==> src/pog_pkg.sv <==
// Shared types and constants for the pump overcurrent guard.
// No dependencies; imported by the top level and its checker.
package pog_pkg;

  // Request opcodes
  typedef enum logic [2:0] {
    OP_TICK   = 3'd0,
    OP_LEVEL  = 3'd1,
    OP_MODE   = 3'd2,
    OP_SWITCH = 3'd3,
    OP_DEV    = 3'd4
  } pog_op_e;

  // Result status codes
  typedef enum logic [1:0] {
    ST_OK       = 2'd0,
    ST_REFUSED  = 2'd1,
    ST_BAD_KIND = 2'd2
  } pog_status_e;

  // Pump device states
  typedef enum logic [1:0] {
    DEV_SHUTDOWN = 2'd0,
    DEV_WORK     = 2'd1,
    DEV_CLOSING  = 2'd2,
    DEV_ERROR    = 2'd3
  } pog_dev_e;

  // Preset modes
  typedef enum logic [2:0] {
    MODE_OFF  = 3'd0,
    MODE_LOW  = 3'd1,
    MODE_MID  = 3'd2,
    MODE_HIGH = 3'd3,
    MODE_MAX  = 3'd4
  } pog_mode_e;

  // Switch kinds
  typedef enum logic [1:0] {
    SW_ON      = 2'd0,
    SW_OFF     = 2'd1,
    SW_TOGGLE  = 2'd2,
    SW_INVALID = 2'd3
  } pog_switch_e;

  // Configuration register indexes (byte address = 4 * index)
  typedef enum logic [1:0] {
    REG_PWM_MAX  = 2'd0,
    REG_OC_THR   = 2'd1,
    REG_OC_SET   = 2'd2,
    REG_OC_CLEAR = 2'd3
  } pog_reg_e;

  localparam int unsigned DutyW  = 12;
  localparam int unsigned CurW   = 16;
  localparam int unsigned CountW = 4;
  localparam int unsigned AddrW  = 4;
  localparam int unsigned DataW  = 32;

  // Register reset values
  localparam logic [DutyW-1:0]  PwmMaxRst  = 12'd1000;
  localparam logic [CurW-1:0]   OcThrRst   = 16'd2000;
  localparam logic [CountW-1:0] OcSetRst   = 4'd3;
  localparam logic [CountW-1:0] OcClearRst = 4'd5;

  // Preset duty values
  localparam logic [CurW-1:0] PresetLow  = 16'd300;
  localparam logic [CurW-1:0] PresetMid  = 16'd600;
  localparam logic [CurW-1:0] PresetHigh = 16'd800;

  // One result item
  typedef struct packed {
    logic [1:0]       status;
    logic [DutyW-1:0] duty;
    logic [1:0]       dev_state;
    logic [2:0]       mode;
    logic             protect;
  } pog_result_t;

endpackage

==> src/pump_overcurrent_guard_top.sv <==
// Top level of the pump overcurrent guard: request decode, state update,
// result buffering and the APB register file. Depends on pog_pkg.
//
// Each accepted request is decoded combinationally against the current pump
// state; the state registers and the result (in the output register, or in
// the spare slot while the output is stalled) update at the same edge. A new
// request can be taken every cycle while in_stall_o is low. Results pass
// through a two-entry buffer (output register plus one spare slot): in_stall_o
// rises only when the spare slot is occupied, i.e. when the consumer has held
// out_stall_i while two results were pending. Registers are written over APB
// with no wait states and read back at byte addresses 0, 4, 8 and 12.
module pump_overcurrent_guard_top
  import pog_pkg::*;
(
  input  logic              clk_i,
  input  logic              rst_ni,
  // request channel
  input  logic              in_valid_i,
  output logic              in_stall_o,
  input  logic [2:0]        opcode_i,
  input  logic [15:0]       level_i,
  input  logic [2:0]        mode_sel_i,
  input  logic [1:0]        switch_kind_i,
  input  logic              force_req_i,
  input  logic [1:0]        target_state_i,
  input  logic [15:0]       current_ma_i,
  input  logic              sys_active_i,
  // result channel
  output logic              out_valid_o,
  input  logic              out_stall_i,
  output logic [1:0]        status_o,
  output logic [11:0]       pwm_duty_o,
  output logic [1:0]        dev_state_o,
  output logic [2:0]        mode_now_o,
  output logic              protect_o,
  // configuration
  input  logic              psel_i,
  input  logic              penable_i,
  input  logic              pwrite_i,
  input  logic [AddrW-1:0]  paddr_i,
  input  logic [DataW-1:0]  pwdata_i,
  output logic [DataW-1:0]  prdata_o,
  output logic              pready_o
);

  // Configuration registers
  logic [DutyW-1:0]  pwm_max_q;
  logic [CurW-1:0]   oc_thr_q;
  logic [CountW-1:0] oc_set_q;
  logic [CountW-1:0] oc_clear_q;
  logic              cfg_wr;

  // Pump state
  logic [DutyW-1:0]  duty_q, duty_d;
  logic [1:0]        pstate_q, pstate_d;
  logic [2:0]        pmode_q, pmode_d;
  logic              prot_q, prot_d;
  logic [CountW-1:0] over_q, over_d;
  logic [CountW-1:0] norm_q, norm_d;
  logic [1:0]        status_d;

  // Result buffer
  logic              out_valid_q, skid_valid_q;
  pog_result_t       out_q, skid_q, res_d;
  logic              accept, out_free;

  // Working values for the decode
  logic              over_cur;
  logic [CurW-1:0]   lvl_req;
  logic              lvl_en;
  logic [1:0]        dev_req;
  logic              dev_en;
  logic [1:0]        want;
  logic              shut_en;

  assign pready_o = 1'b1;
  assign cfg_wr   = psel_i & penable_i & pwrite_i;

  // Register writes
  always_ff @(posedge clk_i or negedge rst_ni) begin
    if (!rst_ni) begin
      pwm_max_q  <= PwmMaxRst;
      oc_thr_q   <= OcThrRst;
      oc_set_q   <= OcSetRst;
      oc_clear_q <= OcClearRst;
    end else if (cfg_wr) begin
      case (paddr_i[3:2])
        REG_PWM_MAX:  pwm_max_q  <= pwdata_i[DutyW-1:0];
        REG_OC_THR:   oc_thr_q   <= pwdata_i[CurW-1:0];
        REG_OC_SET:   oc_set_q   <= pwdata_i[CountW-1:0];
        REG_OC_CLEAR: oc_clear_q <= pwdata_i[CountW-1:0];
        default: ;
      endcase
    end
  end

  // Register readback
  always_comb begin
    case (paddr_i[3:2])
      REG_PWM_MAX:  prdata_o = {{(DataW-DutyW){1'b0}}, pwm_max_q};
      REG_OC_THR:   prdata_o = {{(DataW-CurW){1'b0}}, oc_thr_q};
      REG_OC_SET:   prdata_o = {{(DataW-CountW){1'b0}}, oc_set_q};
      REG_OC_CLEAR: prdata_o = {{(DataW-CountW){1'b0}}, oc_clear_q};
      default:      prdata_o = '0;
    endcase
  end

  assign over_cur = current_ma_i > oc_thr_q;

  // Decode the request: pick the level or device-state change it asks for
  always_comb begin
    lvl_req = '0;
    lvl_en  = 1'b0;
    dev_req = DEV_SHUTDOWN;
    dev_en  = 1'b0;
    want    = DEV_SHUTDOWN;
    pmode_d = pmode_q;
    case (switch_kind_i)
      SW_ON:     want = DEV_WORK;
      SW_OFF:    want = DEV_SHUTDOWN;
      SW_TOGGLE: want = (pstate_q == DEV_WORK) ? DEV_SHUTDOWN : DEV_WORK;
      default:   want = DEV_SHUTDOWN;
    endcase
    case (opcode_i)
      OP_LEVEL: begin
        lvl_req = level_i;
        lvl_en  = 1'b1;
      end
      OP_MODE: begin
        lvl_en = 1'b1;
        case (mode_sel_i)
          MODE_LOW:  lvl_req = PresetLow;
          MODE_MID:  lvl_req = PresetMid;
          MODE_HIGH: lvl_req = PresetHigh;
          MODE_MAX:  lvl_req = {{(CurW-DutyW){1'b0}}, pwm_max_q};
          default:   lvl_req = '0;
        endcase
        // unknown modes fall back to off
        pmode_d = (mode_sel_i > MODE_MAX) ? MODE_OFF : mode_sel_i;
      end
      OP_SWITCH: begin
        dev_req = want;
        dev_en  = (switch_kind_i != SW_INVALID) &&
                  !((pstate_q == want) && !force_req_i);
      end
      OP_DEV: begin
        dev_req = target_state_i;
        dev_en  = 1'b1;
      end
      default: ;
    endcase
  end

  // Next state
  always_comb begin
    duty_d   = duty_q;
    pstate_d = pstate_q;
    prot_d   = prot_q;
    over_d   = over_q;
    norm_d   = norm_q;
    status_d = ST_OK;
    shut_en  = 1'b0;

    if (opcode_i == OP_TICK) begin
      // count consecutive overcurrent / normal samples
      if (!sys_active_i) begin
        over_d = '0;
        norm_d = '0;
        prot_d = 1'b0;
      end else if (over_cur) begin
        norm_d = '0;
        if (!prot_q) begin
          over_d = CountW'(over_q + 1'b1);
          if (over_d >= oc_set_q) begin
            over_d = '0;
            prot_d = 1'b1;
          end
        end
      end else begin
        over_d = '0;
        if (prot_q) begin
          norm_d = CountW'(norm_q + 1'b1);
          if (norm_d >= oc_clear_q) begin
            norm_d = '0;
            prot_d = 1'b0;
          end
        end
      end
      shut_en = !(sys_active_i && (pstate_q == DEV_WORK) && !prot_d);
    end else if (lvl_en) begin
      // refuse an increase under protection or high current
      if ((lvl_req > {{(CurW-DutyW){1'b0}}, duty_q}) && (prot_q || over_cur)) begin
        status_d = ST_REFUSED;
      end else begin
        duty_d = (lvl_req > {{(CurW-DutyW){1'b0}}, pwm_max_q}) ? pwm_max_q
                                                              : lvl_req[DutyW-1:0];
        pstate_d = (duty_d != '0) ? DEV_WORK : DEV_SHUTDOWN;
      end
    end else if (opcode_i == OP_SWITCH && switch_kind_i == SW_INVALID) begin
      status_d = ST_BAD_KIND;
    end else if (dev_en) begin
      pstate_d = dev_req;
      shut_en  = (dev_req == DEV_CLOSING) || (dev_req == DEV_SHUTDOWN);
    end

    // shut the output down only when it is running
    if (shut_en && (duty_q != '0)) begin
      duty_d   = '0;
      pstate_d = DEV_SHUTDOWN;
    end
  end

  assign res_d.status    = status_d;
  assign res_d.duty      = duty_d;
  assign res_d.dev_state = pstate_d;
  assign res_d.mode      = (shut_en && (duty_q != '0)) ? MODE_OFF : pmode_d;
  assign res_d.protect   = prot_d;

  assign accept     = in_valid_i & ~skid_valid_q;
  assign out_free   = ~out_valid_q | ~out_stall_i;
  assign in_stall_o = skid_valid_q;

  // State update on each accepted request
  always_ff @(posedge clk_i or negedge rst_ni) begin
    if (!rst_ni) begin
      duty_q   <= '0;
      pstate_q <= DEV_SHUTDOWN;
      pmode_q  <= MODE_OFF;
      prot_q   <= 1'b0;
      over_q   <= '0;
      norm_q   <= '0;
    end else if (accept) begin
      duty_q   <= duty_d;
      pstate_q <= pstate_d;
      pmode_q  <= res_d.mode;
      prot_q   <= prot_d;
      over_q   <= over_d;
      norm_q   <= norm_d;
    end
  end

  // Result buffer: output register with one spare slot behind it
  always_ff @(posedge clk_i or negedge rst_ni) begin
    if (!rst_ni) begin
      out_valid_q  <= 1'b0;
      skid_valid_q <= 1'b0;
    end else if (out_free) begin
      out_valid_q  <= skid_valid_q | accept;
      skid_valid_q <= 1'b0;
    end else if (accept) begin
      skid_valid_q <= 1'b1;
    end
  end

  always_ff @(posedge clk_i) begin
    if (out_free) begin
      out_q <= skid_valid_q ? skid_q : res_d;
    end
    if (!out_free && accept) begin
      skid_q <= res_d;
    end
  end

  assign out_valid_o = out_valid_q;
  assign status_o    = out_q.status;
  assign pwm_duty_o  = out_q.duty;
  assign dev_state_o = out_q.dev_state;
  assign mode_now_o  = out_q.mode;
  assign protect_o   = out_q.protect;

endmodule

==> config.mk <==
export PLATFORM = sky130hd
export DESIGN_NAME = pump_overcurrent_guard_top
export DESIGN_NICKNAME = d
export VERILOG_FILES = /design/src/pog_pkg.sv /design/src/pump_overcurrent_guard_top.sv
export SDC_FILE = /design/constraint.sdc
export NUM_CORES = 1
export LEC_CHECK = 0
export ABC_AREA = 1
export BUFFER_PORTS_ARGS = -buffer_cell sky130_fd_sc_hd__buf_2
export CAP_MARGIN = 20
export CORE_UTILIZATION = 61
export CTS_BUF_LIST = sky130_fd_sc_hd__clkbuf_4
export CTS_CLUSTER_DIAMETER = 200
export CTS_CLUSTER_SIZE = 10
export DETAILED_ROUTE_END_ITERATION = 6
export PLACE_DENSITY = 0.91
export SYNTH_ARGS = -nofsm -noshare
export SYNTH_HDL_FRONTEND = slang
export SYNTH_SLANG_ARGS = --single-unit
==> constraint.sdc <==
create_clock -name clk_i -period 6.5 [get_ports clk_i]
set_input_delay 0.975 -clock clk_i [delete_from_list [all_inputs] [get_ports clk_i]]
set_output_delay 0.975 -clock clk_i [all_outputs]
set_load 0.03 [all_outputs]
==> impl_metrics.toml <==
[sta]
relSlewSlack_pct = 38.1
drv_slew = 0
skew_ns = 0.0222
finalCritPeriodShare_pct = 71.8
setup_viol = 0
hold_violations = 0
max_slew.worst_pin.slew_ns = 0.927
fin_crit_ns = 4.67
grt_setup_unrepaired = "false"
setup_tns_ns = 0
fmax_ghz = 0.214

[global_route]
grtUsageTotal_pct = 26.7
grt-ovfl-total = 0
first_global_vias = 5224
grt_pass1_wl_mm = 23.5
grt_max_degree = 65
antenna_found_initial = 0

[cells_and_area]
stdcell_count = 1027
diodes = 0
fin_nets = 1021
drive_gt1_share_pct = 18.3
fillerInstances = 857
fin_util_pct = 69.6
regArea_sq_um = 2820
syn_to_final_growth_pct = 10.8
design_area_sq_um = 7150
multi_input_area_sq_um = 3030

[yosys]
synth_seq_area_share_pct = 43.7
synth_area_leaders = "dfrtp_1 19%, edfxtp_1 19%, nand2_1 11%"
ys_ff_latch = 104
synth_ff_type = "dfrtp_1"
synth_top_area_share_pct = 18.6
ys_warn_count = 0
yosysUniqueCellTypes = 49
synth_edf_count = 40
synth_largest_area_cell = "dfrtp_1"
syn_avg_cell_area_sq_um = 8.19
netlist_instances = 788
synthArstFlopShare_pct = 61.5
synthesis.area_sq_um = 6460

[routing]
drc = 0
vias = 5601
wl_per_cell_um = 13.5
antenna_left = 0
wl_mm = 13.9
drtIter0Drc = 359
viasPerCell = 5.45
firstDrtPassIters = 5

[floorplan]
rows = 37
core_sq_um = 10300
pin_count = 142
dieArea_sq_um = 11000
dieHeight_um = 105
die_width_um = 105
start_util_pct = 62.8

[hold_path]
hold_class = "flip-flop to flip-flop"
min-delay-start = "pwm_max_q[3]"

[power]
seqPwrFrac_pct = 46.2
power.total_w = 0.00194
clockPowerShare_pct = 17.9
switching_share_pct = 39.4
leakage_nw = 3.62
irDropWorstVdd_mv = 0.132
cellPowerDensity_nw_per_um2 = 271
switching_power_w = 0.000764
internal_power_w = 0.00118
comb_power_share_pct = 35.9

[placement]
place_area_sq_um = 7010
dp.cells = 1011
place.gp.congestion = 0.919
hpwl_mm = 10.9
numPortBuffers = 106

[worst_setup_path]
worstPathArrival_ns = 4.92
worstSetupStartpointType = "input port"
cp-startpoint = "opcode_i[2]"
rr_startpoint = "pwm_max_q[9]"
critPathRequiredTime_ns = 6.75
cp-end-kind = "flip-flop"
worst-path-max-fanout = 21
criticalPathCategory = "input port to flip-flop"

[clock_network]
cts_inserted_buffers = 9
path_clk_slew_ns = 0.18
post_cts_resized = 0
clock_latency_ns = 0.47
hold_buffers = 0
cts_tree = "built"
cts_max_level = 3
post_cts_buffers = 0
clock_sinks = 104
clockBufferDepth = 2
clockRootBuffer = "clkbuf_4"

[outcome]
status = "finished, final reports clean"

[job]
cap_viol_max_count = 0
==> cell families after synthesis <==
logic type | synth area share [%]
simple gates | 20.4
fa+ha+maj | 9.30
buf+inv | 10.2
other cells | 0.116
flops | 43.7
xor+xnor | 0.543
compound gates | 15.7
==> per-layer routing <==
metal,GRT usage (%),wire length (um)
met4,12.1,480
met5,0,0
met1,33.9,5950
met2,44.5,6540
met3,4.93,898
==> area by class of cell <==
class / instances / share of cell area [%]
Clock buffer: 9 / 0.945
Clock inverter: 7 / 1.10
Inverter: 115 / 6.03
Multi-Input combinational cell: 547 / 42.3
Sequential cell: 104 / 39.5
Tap cell: 136 / 2.38
Timing Repair Buffer: 109 / 7.73
==> cells in the final DEF, fill, tap and decap left out, types with 5 or more instances in the layout <==
| cell type | n |
|---|---|
| a21oi_1 | 33 |
| o21ai_0 | 83 |
| o211ai_1 | 11 |
| edfxtp_1 | 40 |
| dfstp_2 | 16 |
| o21ai_1 | 6 |
| inv_1 | 113 |
| nor4_1 | 5 |
| nor2_1 | 50 |
| buf_2 | 106 |
| nand3_1 | 34 |
| dfrtp_1 | 48 |
| conb_1 | 17 |
| ha_1 | 48 |
| clkbuf_4 | 9 |
| nand2_1 | 195 |
| o22ai_1 | 9 |
==> power by group through the flow <==
stage	combinational [W]	sequential, W	clock [W]
3_5_place_dp	0.000690	0.000906	0
5_1_grt	0.000789	0.000912	0.000376
3_3_place_gp	0.000664	0.000904	0
2_1_floorplan	0.000485	0.000935	0
6_report	0.000697	0.000896	0.000348
4_1_cts	0.000694	0.000894	0.000349
==> worst paths after layout <==
path	end	slack, ns	cells past startpoint
setup / recovery	dev_state_o[0]	1.83	20
hold / removal	pwm_max_q[3]	0.50	2
setup reg to reg	dev_state_o[0]	2.93	18
hold reg to reg	pwm_max_q[3]	0.50	2
max in group asynchronous	duty_q[2]	5.28	2
min in group asynchronous	oc_clear_q[3]	0.65	2
==> stage by stage <==
step	worst slack (ns)	hold WS, ns
3_3_place_gp	1.40	0.469
3_5_place_dp	1.37	0.480
2_1_floorplan	2.33	0.446
4_1_cts	1.89	0.502
6_report	1.83	0.503
5_1_grt	1.61	0.534
==> sequential cells by signal, summed over array words and instances (netlist names), 2 cells and up <==
register / count
mode_now_o: 3
over_q: 4
duty_q: 12
skid_q: 20
pwm_max_q: 12
status_o: 2
pwm_duty_o: 12
pmode_q: 3
oc_thr_q: 16
norm_q: 4
oc_clear_q: 4
dev_state_o: 2
oc_set_q: 4
pstate_q: 2
==> Yosys cell counts, types with 3 or more instances <==
cell type	instances
nand2_1	195
inv_1	113
o21ai_0	83
nor2_1	50
dfrtp_1	48
ha_1	48
edfxtp_1	40
nand3_1	34
a21oi_1	33
buf_4	18
dfstp_2	16
clkbuf_1	14
o211ai_1	11
o22ai_1	9
o21ai_1	6
nor4_1	5
a22oi_1	4
nand2_2	4
nand4_1	4
nor3_1	4
a211oi_2	3
a21boi_0	3
buf_2	3
nand3b_1	3
nor3_4	3
o21bai_1	3
==> critical path, stage by stage <==
cell and delay [ns]:
buf_2 0.17, nor3_4 0.35, inv_1 0.23, nor2_1 0.34, inv_1 0.21, o21ai_0 0.38
ha_1 0.32, nand2_1 0.09, nor2_1 0.05, a2111oi_0 0.60, nand2_1 0.22, a21oi_2 0.15
buf_4 0.25, nand3_1 0.11, nor2_1 0.11, nand2_1 0.07, nand2_1 0.07, nand2_1 0.07
nand3_1 0.08, nand2_1 0.07
Power figures use the tool's default switching activity.
